==> src/hw/rtl/sps_pkg.sv <==
package sps_pkg;

	localparam int POOL_SIZE_DEF = 16;
	localparam int STACK_COUNT_DEF = 3;

	typedef enum logic [1:0] {
		MODE_PUSH = 2'd0,
		MODE_POP  = 2'd1,
		MODE_PEEK = 2'd2,
		MODE_NOP  = 2'd3
	} mode_t;

	typedef enum logic [1:0] {
		ST_DONE  = 2'd0,
		ST_FULL  = 2'd1,
		ST_EMPTY = 2'd2
	} status_t;

	typedef struct packed {
		logic [1:0]         mode;
		logic [1:0]         stack_id;
		logic signed [31:0] push_value;
	} req_t;

	typedef struct packed {
		logic signed [31:0] read_value;
		logic [1:0]         status;
		logic [2:0]         empty_flags;
		logic               pool_full;
		logic [4:0]         free_nodes;
	} rsp_t;

	typedef struct packed {
		logic fetch;
		logic take;
		logic give;
	} fl_ctrl_t;

endpackage

==> src/hw/rtl/sps_node_mem.sv <==
module sps_node_mem #(
	parameter int POOL_SIZE = sps_pkg::POOL_SIZE_DEF,
	localparam int IW = $clog2(POOL_SIZE)
) (
	input  logic                 clk,
	input  logic                 rd_en,
	input  logic [IW-1:0]        rd_idx,
	output logic signed [31:0]   rd_value,
	output logic [IW-1:0]        rd_link,
	output logic                 rd_link_ok,
	input  logic                 wr_en,
	input  logic [IW-1:0]        wr_idx,
	input  logic signed [31:0]   wr_value,
	input  logic [IW-1:0]        wr_link,
	input  logic                 wr_link_ok
);

	logic signed [31:0] value_mem [POOL_SIZE];
	logic [IW-1:0]      link_mem [POOL_SIZE];
	logic               link_ok_mem [POOL_SIZE];

	always_ff @(posedge clk) begin
		if (wr_en) begin
			value_mem[wr_idx]   <= wr_value;
			link_mem[wr_idx]    <= wr_link;
			link_ok_mem[wr_idx] <= wr_link_ok;
		end
		if (rd_en) begin
			rd_value   <= value_mem[rd_idx];
			rd_link    <= link_mem[rd_idx];
			rd_link_ok <= link_ok_mem[rd_idx];
		end
	end

endmodule

==> src/hw/rtl/sps_free_list.sv <==
module sps_free_list #(
	parameter int POOL_SIZE = sps_pkg::POOL_SIZE_DEF,
	localparam int IW = $clog2(POOL_SIZE),
	localparam int CW = $clog2(POOL_SIZE + 1)
) (
	input  logic             clk,
	input  logic             arst_n,
	input  sps_pkg::fl_ctrl_t ctrl,
	input  logic [IW-1:0]    give_idx,
	output logic [IW-1:0]    top_idx,
	output logic [CW-1:0]    count
);

	// Entries below the lowest count ever reached were never written, so their
	// initial index is formed from the address and no clearing pass is needed.
	logic [IW-1:0] mem [POOL_SIZE];
	logic [IW-1:0] rd_q;
	logic [IW-1:0] addr_s1;
	logic          fresh_s1;
	logic [CW-1:0] count_q;
	logic [CW-1:0] low_q;
	logic [CW-1:0] count_dec;
	logic          fetch_en;

	assign count_dec = count_q - CW'(1);
	assign fetch_en = ctrl.fetch && (count_q != '0);

	always_ff @(posedge clk) begin
		if (fetch_en) begin
			rd_q     <= mem[count_dec[IW-1:0]];
			addr_s1  <= count_dec[IW-1:0];
			fresh_s1 <= (count_dec < low_q);
		end
		if (ctrl.give) begin
			mem[count_q[IW-1:0]] <= give_idx;
		end
	end

	always_ff @(posedge clk or negedge arst_n) begin
		if (!arst_n) begin
			count_q <= CW'(POOL_SIZE);
			low_q   <= CW'(POOL_SIZE);
		end else if (ctrl.take) begin
			count_q <= count_dec;
			if (count_dec < low_q) begin
				low_q <= count_dec;
			end
		end else if (ctrl.give) begin
			count_q <= count_q + CW'(1);
		end
	end

	assign top_idx = fresh_s1 ? (IW'(POOL_SIZE - 1) - addr_s1) : rd_q;
	assign count = count_q;

endmodule

==> src/hw/rtl/shared_pool_linked_stacks.sv <==
// Channel   Direction  Payload          Handshake
// req       in         sps_pkg::req_t   req_valid / req_ready
// rsp       out        sps_pkg::rsp_t   rsp_valid / rsp_ready
//
// The node and free-list memories are read in the cycle a request is accepted
// and written back when it completes, which waits while a response is held.
// A new request is accepted only after the previous one has completed.
// A waiting response holds one more request in req_s1 until it is taken.
// Reset empties all stacks and frees every node at once, with no fill pass.
module shared_pool_linked_stacks #(
	parameter int POOL_SIZE = sps_pkg::POOL_SIZE_DEF,
	parameter int STACK_COUNT = sps_pkg::STACK_COUNT_DEF
) (
	input  logic          clk,
	input  logic          arst_n,
	input  logic          req_valid,
	output logic          req_ready,
	input  sps_pkg::req_t req,
	output logic          rsp_valid,
	input  logic          rsp_ready,
	output sps_pkg::rsp_t rsp
);

	localparam int IW = $clog2(POOL_SIZE);
	localparam int CW = $clog2(POOL_SIZE + 1);

	logic                   req_accept;
	logic                   busy_s1;
	sps_pkg::req_t          req_s1;
	logic                   fire;
	logic [IW-1:0]          heads_q [STACK_COUNT];
	logic [STACK_COUNT-1:0] oks_q;
	logic [IW-1:0]          heads_nx [STACK_COUNT];
	logic [STACK_COUNT-1:0] oks_nx;
	logic [IW-1:0]          head_a;
	logic                   ok_a;
	logic [IW-1:0]          head_b;
	logic                   ok_b;
	logic                   sid_ok_b;
	sps_pkg::fl_ctrl_t      fl_ctrl;
	logic [IW-1:0]          fl_top;
	logic [CW-1:0]          fl_count;
	logic [CW-1:0]          cnt_nx;
	logic signed [31:0]     nm_rd_value;
	logic [IW-1:0]          nm_rd_link;
	logic                   nm_rd_link_ok;
	logic                   nm_rd_en;
	logic                   nm_wr_en;
	sps_pkg::status_t       status_b;
	logic signed [31:0]     read_b;
	logic [2:0]             flags_nx;
	logic                   rsp_valid_q;
	sps_pkg::rsp_t          rsp_q;

	assign req_ready = !busy_s1;
	assign req_accept = req_valid && req_ready;
	assign fire = busy_s1 && (!rsp_valid_q || rsp_ready);

	always_comb begin
		head_a = '0;
		ok_a = 1'b0;
		for (int s = 0; s < STACK_COUNT; s++) begin
			if (req.stack_id == s) begin
				head_a = heads_q[s];
				ok_a = oks_q[s];
			end
		end
	end

	always_comb begin
		head_b = '0;
		ok_b = 1'b0;
		sid_ok_b = 1'b0;
		for (int s = 0; s < STACK_COUNT; s++) begin
			if (req_s1.stack_id == s) begin
				head_b = heads_q[s];
				ok_b = oks_q[s];
				sid_ok_b = 1'b1;
			end
		end
	end

	assign nm_rd_en = req_accept && ok_a
		&& ((req.mode == sps_pkg::MODE_POP) || (req.mode == sps_pkg::MODE_PEEK));

	always_comb begin
		fl_ctrl.fetch = req_accept && (req.mode == sps_pkg::MODE_PUSH);
		heads_nx = heads_q;
		oks_nx = oks_q;
		fl_ctrl.take = 1'b0;
		fl_ctrl.give = 1'b0;
		nm_wr_en = 1'b0;
		status_b = sps_pkg::ST_DONE;
		read_b = '0;
		if (req_s1.mode == sps_pkg::MODE_NOP) begin
			status_b = sps_pkg::ST_DONE;
		end else if (!sid_ok_b) begin
			status_b = sps_pkg::ST_EMPTY;
		end else begin
			unique case (req_s1.mode) inside
				sps_pkg::MODE_PUSH: begin
					if (fl_count == '0) begin
						status_b = sps_pkg::ST_FULL;
					end else begin
						fl_ctrl.take = fire;
						nm_wr_en = fire;
						for (int s = 0; s < STACK_COUNT; s++) begin
							if (req_s1.stack_id == s) begin
								heads_nx[s] = fl_top;
								oks_nx[s] = 1'b1;
							end
						end
					end
				end
				sps_pkg::MODE_POP, sps_pkg::MODE_PEEK: begin
					if (!ok_b) begin
						status_b = sps_pkg::ST_EMPTY;
					end else begin
						read_b = nm_rd_value;
						if (req_s1.mode == sps_pkg::MODE_POP) begin
							fl_ctrl.give = fire;
							for (int s = 0; s < STACK_COUNT; s++) begin
								if (req_s1.stack_id == s) begin
									heads_nx[s] = nm_rd_link;
									oks_nx[s] = nm_rd_link_ok;
								end
							end
						end
					end
				end
				default: begin
					status_b = sps_pkg::ST_DONE;
				end
			endcase
		end
	end

	always_comb begin
		cnt_nx = fl_count;
		if (fl_ctrl.take) begin
			cnt_nx = fl_count - CW'(1);
		end else if (fl_ctrl.give) begin
			cnt_nx = fl_count + CW'(1);
		end
	end

	for (genvar g = 0; g < 3; g++) begin : g_flag
		if (g < STACK_COUNT) begin : g_live
			assign flags_nx[g] = !oks_nx[g];
		end else begin : g_absent
			assign flags_nx[g] = 1'b0;
		end
	end

	sps_free_list #(
		.POOL_SIZE(POOL_SIZE)
	) u_free_list (
		.clk     (clk),
		.arst_n  (arst_n),
		.ctrl    (fl_ctrl),
		.give_idx(head_b),
		.top_idx (fl_top),
		.count   (fl_count)
	);

	sps_node_mem #(
		.POOL_SIZE(POOL_SIZE)
	) u_node_mem (
		.clk       (clk),
		.rd_en     (nm_rd_en),
		.rd_idx    (head_a),
		.rd_value  (nm_rd_value),
		.rd_link   (nm_rd_link),
		.rd_link_ok(nm_rd_link_ok),
		.wr_en     (nm_wr_en),
		.wr_idx    (fl_top),
		.wr_value  (req_s1.push_value),
		.wr_link   (head_b),
		.wr_link_ok(ok_b)
	);

	always_ff @(posedge clk or negedge arst_n) begin
		if (!arst_n) begin
			busy_s1 <= 1'b0;
			rsp_valid_q <= 1'b0;
			oks_q <= '0;
		end else begin
			if (req_accept) begin
				busy_s1 <= 1'b1;
			end else if (fire) begin
				busy_s1 <= 1'b0;
			end
			if (fire) begin
				rsp_valid_q <= 1'b1;
				oks_q <= oks_nx;
			end else if (rsp_ready) begin
				rsp_valid_q <= 1'b0;
			end
		end
	end

	always_ff @(posedge clk) begin
		if (req_accept) begin
			req_s1 <= req;
		end
		if (fire) begin
			heads_q <= heads_nx;
			rsp_q.read_value <= read_b;
			rsp_q.status <= status_b;
			rsp_q.empty_flags <= flags_nx;
			rsp_q.pool_full <= (cnt_nx == '0);
			rsp_q.free_nodes <= 5'(cnt_nx);
		end
	end

	assign rsp_valid = rsp_valid_q;
	assign rsp = rsp_q;

`ifndef NO_ASSERTIONS
	a_count_range: assert property (@(posedge clk) disable iff (!arst_n)
		fl_count <= CW'(POOL_SIZE))
		else $error("free count exceeds pool size");

	a_all_free_when_empty: assert property (@(posedge clk) disable iff (!arst_n)
		(oks_q == '0) |-> (fl_count == CW'(POOL_SIZE)))
		else $error("nodes lost while every stack is empty");

	a_push_takes_node: assert property (@(posedge clk) disable iff (!arst_n)
		(fire && (req_s1.mode == sps_pkg::MODE_PUSH) && sid_ok_b
			&& (status_b == sps_pkg::ST_DONE))
		|=> (fl_count == CW'($past(fl_count) - CW'(1))))
		else $error("push did not take a free node");

	a_pop_gives_node: assert property (@(posedge clk) disable iff (!arst_n)
		(fire && (req_s1.mode == sps_pkg::MODE_POP) && sid_ok_b && ok_b)
		|=> (fl_count == CW'($past(fl_count) + CW'(1))))
		else $error("pop did not return its node");
`endif

endmodule

==> config.mk <==
export PLATFORM = sky130hd
export DESIGN_NAME = shared_pool_linked_stacks
export DESIGN_NICKNAME = d
export VERILOG_FILES = /design/src/hw/rtl/sps_pkg.sv /design/src/hw/rtl/sps_node_mem.sv /design/src/hw/rtl/sps_free_list.sv /design/src/hw/rtl/shared_pool_linked_stacks.sv
export SDC_FILE = /design/constraint.sdc
export NUM_CORES = 1
export LEC_CHECK = 0
export BUFFER_PORTS_ARGS = -buffer_cell sky130_fd_sc_hd__buf_2
export CORE_MARGIN = 2
export CORE_UTILIZATION = 55
export CTS_BUF_LIST = sky130_fd_sc_hd__clkbuf_16
export CTS_CLUSTER_SIZE = 8
export DETAILED_ROUTE_END_ITERATION = 8
export PLACE_DENSITY = 0.77
export SYNTH_ARGS = -nofsm -noshare
export SYNTH_HDL_FRONTEND = slang
export SYNTH_HIERARCHICAL = 1
export SYNTH_SLANG_ARGS = --single-unit
==> constraint.sdc <==
create_clock -name clk -period 5.5 [get_ports clk]
set_clock_uncertainty 0.15 [all_clocks]
set_input_delay 0.825 -clock clk [delete_from_list [all_inputs] [get_ports clk]]
set_output_delay 0.825 -clock clk [all_outputs]
set_load 0.02 [all_outputs]
==> summary.md, run 1 <==
| Metric | Value |
|---|---|
| Half-perimeter wire length of the detailed placement result | 35.34 mm |
| Unique masters post-synth | 57 |
| Die Wd | ~240 um |
| Rows | 86 |
| Worst-case clock buffer depth | 3 |
| Design internal power | between 10 and 15 mW |
| Max H-tree Level | 3 |
| Vert. Die Dim | 240.6 um |
| P_sw | roughly 3.8 mW |
| Overall Global Routing Usage | 0.2388 |
| Share of power burned in combinational logic | 0.119 |
| Sw Ratio | 0.2470 |
| # IOs | 85 |
| LEAKAGE | 11.56 nW |
| Worst Path Required | around 5.7 ns |
| Synth-to-layout area growth | 14.60% |
| Post-place setup slack | about 1.7 ns |
| Final instance count without filler cells | between 2000 and 2500 |
| Capturing element type of the critical path | register |
| Setup Fix Bufs, Post-CTS | 0 |
| Filler cell count | ~3500 |
| Type of the worst setup path | register to register |
| Minimum period implied by the final worst setup slack | between 3 and 4 ns |
| Post-route antenna net violation count | 0 |
| Number of global-route vias before repair | 15820 |
| Most common cell after layout, fill and taps aside | edfxtp_1 |
| Relative slew slack | 0.1251 |
| Area taken by flip-flops and latches | 24190 um^2 |
| Clock tree from TritonCTS | yes |
| Commonest cells after routing, fill and taps aside | edfxtp_1, mux4_2, clkbuf_16 |
| Total number of clock tree sinks | 808 |
| Number of iterations in the first detailed-routing pass | 7 |
| Async set-or-reset flop fraction in the synthesized netlist | 0.01856 |
| Number of violations of the max-capacitance limit | 0 |
| Synthesized netlist net count | approximately 1500 |
| DRC viols | 0 |
| Clock-pin slew on the worst setup and hold paths | 0.05 ns |
| Latest clock arrival within the worst-skew pair | 0.66 ns |
| Post-layout nets | between 1500 and 2000 |
| Cell count after synthesis | between 1000 and 1500 |
| Total setup violations reported at the end of the flow | 0 |
| Kind of cell with the highest combined delay on the critical path | simple AND/OR/NAND/NOR gates |
| Die Outline Area | approximately 58000 um^2 |
| Final worst path period share | 0.7183 |
| Maximum cell stage delay along the critical path | approximately 0.90 ns |
| Number of vias in the routed layout | between 15000 and 20000 |
| Run status | complete, no violations |
| Worst setup margin | roughly 1.5 ns |
| Yosys warning total | 6 |
| First-iteration detailed-routing DRC count | 1572 |
| Flip-flop and latch count after synthesis | between 800 and 900 |
| Design area | roughly 35000 um^2 |
| Worst-path cell with the longest stage delay | nor2_4 |
| Fin. Hold Viols | 0 |
| Type of the tightest min-delay check | primary input to register |
| Relative contribution of sequential cells to total power | 0.497 |
| Kind of launch point of the worst setup path | register |
| Worst ir drop on vdd | 337.2 uV |
| WL/cell | about 28 um |
| Power, Total | approximately 15 mW |
| Final weighted congestion in routability-driven placement | around 0.8 |
| Overflow after GRT | 0 |
| Average instance area after synthesis | 21.43 um^2 |
| Starting Density | 0.5578 |
| Utilization of the core after routing | 0.6392 |
| Sum of negative setup slack | 0 ns |
| Most frequently used flop master after synthesis | edfxtp_1 |
| Placement-stage cell area | ~32000 um^2 |
| Pwr Density | 435.7 nW/um^2 |
| Number of input and output port buffers inserted | 84 |
| Arrival time at the worst endpoint | between 4 and 5 ns |
| Placeable Area | between 50000 and 60000 um^2 |
| Largest net degree at the start of global routing | 86 |
| Wire length of the first global-routing pass | 99.51 mm |
| Unrepaired setup endpoints after global routing | no |
| Footprint of the multi-input gates | roughly 6300 um^2 |
| List of cells traversed by the critical path | inv_1 -> ha_1 -> nor4b_1 -> nand2b_2 -> nor2_1 -> nand3b_1 -> nor2_4 -> buf_4 |
| Highest clock rate | approximately 250 MHz |
| Cell area after synthesis | between 30000 and 40000 um^2 |
| Actual slew at the worst max-slew pin | approximately 1.3 ns |
| Cell Count Post-Placement | roughly 2200 |
| Buffer type at the clock tree root | clkbuf_16 |
| Number of slew-limit violations in the final report | 0 |
| Detailed Route WL | between 60 and 70 mm |
| Average via count per standard cell | between 6 and 7 |
| Antenna cell count | 0 |
| Count of flip-flops with a built-in enable after synthesis | around 800 |
| Max Fanout on Critical Path | 24 |
| Min Hold Slack | 0.1893 ns |
| Bufs and invs on worst path | 2 |
| Num CTS Buffers | approximately 110 |
| Share of power burned in the clock network | 0.384 |
| Antenna violations before repair | 1 |
| Fraction of the yosys area taken by sequential cells | 0.7857 |
| Share of cells above drive strength 1 | 0.2781 |
registers in the layout, summed over array words and instances (netlist names):
signal	flops
u_free_list/rd_q	4
u_node_mem/rd_link	4
u_free_list/count	5
u_free_list/addr_s1	4
heads_q	12
u_node_mem/link_mem	64
u_node_mem/rd_value	32
busy_s1	1
u_node_mem/link_ok_mem	16
rsp_valid	1
req_s1	36
u_free_list/fresh_s1	1
u_free_list/mem	64
u_free_list/low_q	5
rsp	43
oks_q	3
u_node_mem/value_mem	512
u_node_mem/rd_link_ok	1
worst reg2reg max path, stage by stage, from the launching register on:
cell      delay, ns
dfrtp_1        0.53
inv_1          0.15
ha_1           0.20
nor4b_1        0.16
nand2b_2       0.28
nor2_1         0.41
nand3b_1       0.41
nor2_4         0.90
buf_4          0.43
power by group through the flow:
stage / logic [mW] / clock network, mW / registers (mW)
floorplan: 1.16 / 0 / 7.77
global placement: 1.80 / 0 / 7.72
detailed placement: 1.84 / 0 / 7.74
CTS: 1.86 / 5.98 / 7.64
global route: 2.00 / 6.22 / 7.67
finish: 1.84 / 5.90 / 7.64
kinds of logic after synthesis:
kind of cell | Yosys count | share of synthesized area
fa+ha+maj | 17 | 0.006908
mux | 187 | 0.1281
xor+xnor | 11 | 0.003373
flops | 808 | 0.7857
buf+inv | 86 | 0.01390
compound gates | 124 | 0.02922
simple gates | 204 | 0.03280
cells in the mapped netlist, types with 2 or more instances:
library cell	number	area share
edfxtp_1	793	0.77
mux4_2	161	0.12
nand2_1	77	0.0094
a22oi_1	76	0.019
nor2_1	38	0.0046
and2_1	34	0.0069
clkbuf_1	27	0.0033
inv_1	20	0.0024
ha_1	17	0.0069
mux2i_1	16	0.0052
buf_1	14	0.0017
dfrtp_1	13	0.011
nor3_1	13	0.0021
o21ai_0	11	0.0018
a21oi_1	10	0.0016
buf_4	10	0.0024
nand2b_1	9	0.0018
xnor2_1	9	0.0026
buf_6	8	0.0029
nor2b_1	8	0.0016
a31oi_1	7	0.0014
buf_2	6	0.00098
a211oi_1	5	0.0012
and2b_1	4	0.00098
mux2_2	4	0.0015
nand3_1	4	0.00065
a21o_1	3	0.00073
mux2_1	3	0.0011
mux4_1	3	0.0026
and3_1	2	0.00041
dfstp_2	2	0.0017
nand3b_1	2	0.00049
nor3b_1	2	0.00049
nor4_1	2	0.00041
nor4b_1	2	0.00057
cell type report:
class	instances	share of cell area
Multi-Input combinational cell	543	0.1800
Timing Repair Buffer	128	0.02241
Clock buffer	112	0.07943
Clock inverter	17	0.003830
Sequential cell	808	0.6856
Tap cell	748	0.02652
Inverter	21	0.002234
path summary, 6_finish.rpt:
kind / startpoint / to / slack (ns) / cells past startpoint
hold / removal: req[4] / req_s1[4]$_DFFE_PP_ / 0.19 / 1
max in group asynchronous: arst_n / u_free_list/low_q[4]$_DFFE_PN1P_ / 4.41 / 2
setup / recovery: u_free_list/count[1]$_DFFE_PN0P_ / u_node_mem/link_mem[6][2]$_DFFE_PP_ / 1.55 / 8
hold reg to reg: u_free_list/low_q[0]$_DFFE_PN0P_ / u_free_list/low_q[0]$_DFFE_PN0P_ / 0.35 / 1
setup reg to reg: u_free_list/count[1]$_DFFE_PN0P_ / u_node_mem/link_mem[6][2]$_DFFE_PP_ / 1.55 / 8
min in group asynchronous: arst_n / u_free_list/count[2]$_DFFE_PN0P_ / 0.47 / 2
what timing repair did:
action	in CTS	in global routing
resized for setup	0	0
hold endpoints to repair	13	0
hold buffers	1	0
per-layer routing:
layer | GRT usage | vias to the layer above | part of all wire
li1 | - | 6234 | -
met1 | 0.3232 | 7908 | 0.39
met2 | 0.3901 | 820 | 0.50
met3 | 0.05078 | 142 | 0.082
met4 | 0.08470 | 2 | 0.029
met5 | 0 | - | 0.00010
(Power assumes the default switching activity.)
==> run 2, diff against run 1 <==
--- a/config.mk
+++ b/config.mk
@@ -11,7 +11,7 @@
 export CTS_BUF_LIST = sky130_fd_sc_hd__clkbuf_16
 export CTS_CLUSTER_SIZE = 8
 export DETAILED_ROUTE_END_ITERATION = 8
-export PLACE_DENSITY = 0.77
+export PLACE_DENSITY = 0.75
 export SYNTH_ARGS = -nofsm -noshare
 export SYNTH_HDL_FRONTEND = slang
 export SYNTH_HIERARCHICAL = 1
==> constraint.sdc (replaced) <==
create_clock -name clk -period 3.8 [get_ports clk]
set_clock_uncertainty 0.15 [all_clocks]
set_input_delay 0.57 -clock clk [delete_from_list [all_inputs] [get_ports clk]]
set_output_delay 0.57 -clock clk [all_outputs]
set_load 0.02 [all_outputs]
==> run 2 against run 1 <==
Compared with the run above: critical path depth stayed put; global-route usage is 0.28 points higher; sequential cell count stayed put; non-clock buffer count is 57 higher.
==> summary.md, run 2 (synthesis results as in run 1) <==
| Metric | Value |
|---|---|
| Run status | complete, no violations |
| Cell Count Post-Placement | between 2000 and 2500 |
| Antenna violations before repair | 1 |
| Post-layout nets | between 1500 and 2000 |
| Highest-utilization routing layer at the global route stage | met2 |
| First-iteration detailed-routing DRC count | approximately 1600 |
| Number of vias in the routed layout | ~15000 |
| Clock-pin slew on the worst setup and hold paths | about 0.05 ns |
| Post-route antenna net violation count | 0 |
| Worst setup margin | 0.3244 ns |
| Num CTS Buffers | approximately 110 |
| Fin. Hold Viols | 0 |
| Min-Delay Startpoint | req[5] |
| Total number of clock tree sinks | 808 |
| Overall Global Routing Usage | 0.2417 |
| Number of iterations in the first detailed-routing pass | 5 |
| GR Util met3 | 0.06016 |
| Kind of launch point of the worst setup path | register |
| Design internal power | approximately 17 mW |
| Highest clock rate | about 290 MHz |
| Number of global-route vias before repair | ~16000 |
| Vert. Die Dim | 240.6 um |
| Synth-to-layout area growth | 16.45% |
| Worst-case clock buffer depth | 3 |
| WL/cell | 27.86 um |
| Register bank with the most flops | u_node_mem/value_mem |
| Startpoint of the most critical setup path | u_free_list/count[1]$_DFFE_PN0P_ |
| Detailed Route WL | a little under 70 mm |
| Wire length of the first global-routing pass | approximately 100 mm |
| Relative slew slack | 0.1622 |
| Placeable Area | roughly 55000 um^2 |
| Capturing element type of the critical path | register |
| Type of the worst setup path | register to register |
| Relative contribution of sequential cells to total power | 0.493 |
| Rows | 86 |
| Pwr Density | around 620 nW/um^2 |
| Unrepaired setup endpoints after global routing | no |
| Worst Path Required | just under 4 ns |
| Final instance count without filler cells | between 2000 and 2500 |
| Number of violations of the max-capacitance limit | 0 |
| # IOs | 85 |
| DRC viols | 0 |
| Final weighted congestion in routability-driven placement | just over 0.8 |
| Die Wd | ~240 um |
| Share of power burned in combinational logic | 0.127 |
| Worst ir drop on vdd | ~380 uV |
| Reg2reg path depth | 8 |
| Final worst path period share | 0.9146 |
| Utilization of the core after routing | 0.6495 |
| Min Hold Slack | around 0.028 ns |
| Clock tree from TritonCTS | yes |
| Post-place setup slack | roughly 0.40 ns |
| R2R Path End | u_node_mem/value_mem[14][15]$_DFFE_PP_ |
| Average via count per standard cell | between 6 and 7 |
| Number of slew-limit violations in the final report | 0 |
| Most common cell after layout, fill and taps aside | edfxtp_1 |
| P_sw | around 5.5 mW |
| Max Fanout on Critical Path | 27 |
| Largest net degree at the start of global routing | ~100 |
| Number of input and output port buffers inserted | between 80 and 90 |
| Global Route met1 Usage | 0.3207 |
| Sum of negative setup slack | 0 ns |
| Setup Fix Bufs, Post-CTS | 0 |
| Startpoint of the worst-slack reg-to-reg timing path | u_free_list/count[1]$_DFFE_PN0P_ |
| Share of cells above drive strength 1 | 0.2791 |
| Commonest cells after routing, fill and taps aside | edfxtp_1, mux4_2, clkbuf_16 |
| Number of flip-flops in the largest register | 512 |
| Minimum period implied by the final worst setup slack | 3.476 ns |
| Overflow after GRT | 0 |
| FF-to-FF setup slack | about 0.32 ns |
| Die Outline Area | approximately 58000 um^2 |
| Type of the tightest min-delay check | primary input to register |
| Max H-tree Level | 3 |
| End point of the worst hold path | req_s1[5]$_DFFE_PP_ |
| Sw Ratio | 0.2463 |
| Actual slew at the worst max-slew pin | between 1 and 1.5 ns |
| Share of power burned in the clock network | 0.380 |
| Buffer type at the clock tree root | clkbuf_16 |
| Arrival time at the worst endpoint | 3.59 ns |
| Half-perimeter wire length of the detailed placement result | 34.93 mm |
| Hold Path Depth | 1 |
| Routing usage on met2 | 0.3913 |
| Total setup violations reported at the end of the flow | 0 |
| Latest clock arrival within the worst-skew pair | around 0.65 ns |
| Starting Density | 0.5578 |
| LEAKAGE | between 10 and 15 nW |
==> run 2: cell count changes in the layout (fill, tap and decap cells not counted), sizes merged <==
cell         change
clkbuf           -1
diode            +1
dlygate4sd3     +34
buf             +23
clkinv           -3
inv             +13
==> run 2: how the worst max path moves through the flow <==
stage	depth (start not counted)	slack, ns	to
floorplan	7	-0.44	u_node_mem/link_mem[1][0]$_DFFE_PP_
global placement	9	0.47	u_node_mem/rd_value[14]$_DFFE_PP_
finish	8	0.32	u_node_mem/value_mem[14][15]$_DFFE_PP_
detailed placement	8	0.40	u_node_mem/value_mem[8][17]$_DFFE_PP_
CTS	8	0.37	u_node_mem/value_mem[8][16]$_DFFE_PP_
global route	8	0.16	u_node_mem/value_mem[8][10]$_DFFE_PP_
==> run 2: per-stage QoR <==
step           power [mW]  cell area [um^2]
2_1_floorplan       12.94             30850
3_3_place_gp        13.84             32580
3_5_place_dp        13.93             32580
4_1_cts             22.44             35850
5_1_grt             23.08             35850
6_report            22.27             35850
==> run 2: timing repair <==
action,in CTS,in global routing
hold endpoints to repair,49,0
gates resized for setup,0,0
hold buffers,35,0
==> run 2: layout make-up <==
cell class	instances	area, um^2
Clock inverter	27	137.6
Fill cell	3478	19350
Antenna cell	1	2.502
Tap cell	748	935.9
Clock buffer	111	2778
Multi-Input combinational cell	543	6375
Sequential cell	808	24190
Timing Repair Buffer	185	1354
Inverter	21	78.83
==> run 2: metal layers <==
layer,vias to the layer above,part of all wire
li1,6358,-
met5,-,0
met4,0,0.025
met1,8062,0.38
met3,115,0.091
met2,826,0.50
==> run 2: power groups by stage <==
stage / sequential [mW] / combinational (mW) / clock (mW)
6_report: 11.0 / 2.83 / 8.46
5_1_grt: 11.0 / 3.06 / 8.98
4_1_cts: 11.0 / 2.85 / 8.61
3_5_place_dp: 11.1 / 2.79 / 0
3_3_place_gp: 11.1 / 2.74 / 0
2_1_floorplan: 11.2 / 1.69 / 0
==> run 2: worst max-delay path, cell delays in order, from the launching register on <==
cell and delay [ns]:
dfrtp_1 0.52, inv_1 0.15, ha_1 0.21, nor4b_1 0.14, nand2b_2 0.25, nor2_1 0.48, nand3_1 0.44, nor2_4 0.21
buf_4 0.52
==> run 3, diff against run 2 <==
--- a/config.mk
+++ b/config.mk
@@ -11,7 +11,7 @@
 export CTS_BUF_LIST = sky130_fd_sc_hd__clkbuf_16
 export CTS_CLUSTER_SIZE = 8
 export DETAILED_ROUTE_END_ITERATION = 8
-export PLACE_DENSITY = 0.75
+export PLACE_DENSITY = 0.72
 export SYNTH_ARGS = -nofsm -noshare
 export SYNTH_HDL_FRONTEND = slang
 export SYNTH_HIERARCHICAL = 1
==> run 3 against run 2 <==
Compared with the run above: hold slack better by 0.084 ns; via count down 1.6%; critical path depth down 1; global-route usage down 0.59 points; die area unchanged; cell area up 0.91%; maximum frequency up 6.3%; setup slack better by 0.21 ns; clock power up 2%.
==> summary.md, run 3 (synthesis results as in run 1) <==
| Metric | Value |
|---|---|
| First-iteration detailed-routing DRC count | ~1900 |
| Total setup violations reported at the end of the flow | 0 |
| WL/cell | between 20 and 30 um |
| Total number of clock tree sinks | 808 |
| Setup Fix Bufs, Post-CTS | 0 |
| Most common cell after layout, fill and taps aside | edfxtp_1 |
| Buffer type at the clock tree root | clkbuf_16 |
| DRC viols | 0 |
| Number of global-route vias before repair | approximately 16000 |
| Relative slew slack | 0.1271 |
| Die Outline Area | 57890 um^2 |
| Pwr Density | 619.7 nW/um^2 |
| Largest net degree at the start of global routing | between 60 and 70 |
| Max H-tree Level | 3 |
| Vert. Die Dim | about 240 um |
| Met3 WL post-DR | between 5 and 6 mm |
| Placeable Area | between 50000 and 60000 um^2 |
| # IOs | 85 |
| Filler cell count | about 3500 |
| Overflow after GRT | 0 |
| Starting Density | 0.5578 |
| Topmost layer with routed signal wires | met4 |
| Worst Path Required | between 3 and 4 ns |
| Kind of launch point of the worst setup path | register |
| Number of vias in the routed layout | about 15000 |
| Clock tree from TritonCTS | yes |
| Minimum period implied by the final worst setup slack | roughly 3.3 ns |
| Half-perimeter wire length of the detailed placement result | 35.11 mm |
| Post-route antenna net violation count | 0 |
| Rows | 86 |
| Latest clock arrival within the worst-skew pair | between 0.6 and 0.7 ns |
| Average via count per standard cell | 6.123 |
| Final weighted congestion in routability-driven placement | 0.8093 |
| Commonest cells after routing, fill and taps aside | edfxtp_1, mux4_2, clkbuf_16 |
| Number of violations of the max-capacitance limit | 0 |
| Type of the worst setup path | register to register |
| Wire length of the first global-routing pass | 98.25 mm |
| Number of buffers inserted by hold repair at cts | 36 |
| Overall Global Routing Usage | 0.2358 |
| Num CTS Buffers | 111 |
| Die Wd | 240.6 um |
| Unrepaired setup endpoints after global routing | no |
| Capturing element type of the critical path | register |
| Post-layout nets | approximately 1700 |
| Actual slew at the worst max-slew pin | roughly 1.3 ns |
| Worst ir drop on vdd | between 500 and 600 uV |
| Clock-pin slew on the worst setup and hold paths | approximately 0.05 ns |
| Number of input and output port buffers inserted | 84 |
| Worst-case clock buffer depth | 3 |
| Final worst path period share | 0.8607 |
| Arrival time at the worst endpoint | between 3 and 4 ns |
| FF-to-FF setup slack | 0.53 ns |
| Wl on met1 | ~27 mm |
| Highest clock rate | 305.8 MHz |
| Antenna cell count | 0 |
| Synth-to-layout area growth | 17.51% |
| Count of instances resized after the clock tree is built | 0 |
| Post-place setup slack | 0.5113 ns |
| Detailed Route WL | about 66 mm |
| Antenna violations before repair | 1 |
| Type of the tightest min-delay check | primary input to register |
| Number of iterations in the first detailed-routing pass | 5 |
| Number of slew-limit violations in the final report | 0 |
| Number of flip-flops in the largest register | 512 |
| LEAKAGE | around 12 nW |
| Share of cells above drive strength 1 | 0.2830 |
| Worst setup margin | between 0.5 and 0.6 ns |
| Fin. Hold Viols | 0 |
| Register bank with the most flops | u_node_mem/value_mem |
| WL met2 | about 33 mm |
| Run status | complete, no violations |
| Max Fanout on Critical Path | 22 |
| Min Hold Slack | about 0.11 ns |
[run 3: cell types whose count changed in the layout (fill, tap and decap cells not counted), sizes merged]
| cell | previous run | this run |
|---|---|---|
| buf | 150 | 160 |
| clkbuf | 111 | 112 |
| dlygate4sd3 | 35 | 36 |
| diode | 1 | 0 |
| inv | 47 | 59 |
| clkinv | 1 | 2 |
| clkinvlp | 0 | 1 |
[run 3: where the power goes]
group	internal [mW]	switching, mW
Combinational	1.09	1.76
Clock	5.18	3.43
Sequential	10.6	0.335
Total	16.9	5.53
[run 3: area by class of cell]
| type | count | area (um^2) | area share |
|---|---|---|---|
| timing repair buffer | 196 | 1577 | 0.04358 |
| tap | 748 | 935.9 | 0.02587 |
| inverter | 21 | 78.83 | 0.002179 |
| sequential | 808 | 24190 | 0.6687 |
| clock buffer | 112 | 2803 | 0.07747 |
| clock inverter | 41 | 219.0 | 0.006052 |
| multi-input combinational | 543 | 6375 | 0.1762 |
[run 3: final timing paths]
kind / from / endpoint / depth (start not counted)
worst max-delay path: req_s1[34]$_DFFE_PP_ / u_node_mem/value_mem[6][30]$_DFFE_PP_ / 7
worst min-delay path: req[33] / req_s1[33]$_DFFE_PP_ / 1
worst max register to register: req_s1[34]$_DFFE_PP_ / u_node_mem/value_mem[6][30]$_DFFE_PP_ / 7
worst min register to register: u_free_list/low_q[0]$_DFFE_PN0P_ / u_free_list/low_q[0]$_DFFE_PN0P_ / 1
max in group asynchronous: arst_n / u_free_list/count[4]$_DFFE_PN1P_ / 2
min in group asynchronous: arst_n / u_free_list/low_q[1]$_DFFE_PN0P_ / 2
[run 3: critical path, cell delays in order, from the launching register on]
cell	delay, ns
edfxtp_1	0.42
ha_1	0.27
a21oi_1	0.25
nand3_2	0.22
nor2_1	0.42
nand3b_1	0.46
nor2_4	0.24
buf_4	0.45
[run 3: through the flow]
| stage | total power, mW | cell area, um^2 | instances | TNS [ns] | utilization |
|---|---|---|---|---|---|
| finish | 22.42 | 36180 | 2469 | 0 | 0.6554 |
| global route | 23.21 | 36180 | 2469 | 0 | 0.6554 |
| CTS | 22.59 | 36180 | 2469 | 0 | 0.6554 |
| detailed placement | 13.96 | 32800 | 2280 | 0 | 0.5941 |
| global placement | 13.87 | 32800 | 2280 | 0 | 0.5941 |
| floorplan | 12.94 | 30850 | 1437 | -61.04 | - |
[run 3: layer usage]
metal | track usage | up-vias
met1 | 0.3360 | 7931
met4 | 0.07133 | 0
met5 | 0 | -
met3 | 0.04587 | 99
met2 | 0.3766 | 697
li1 | - | 6390
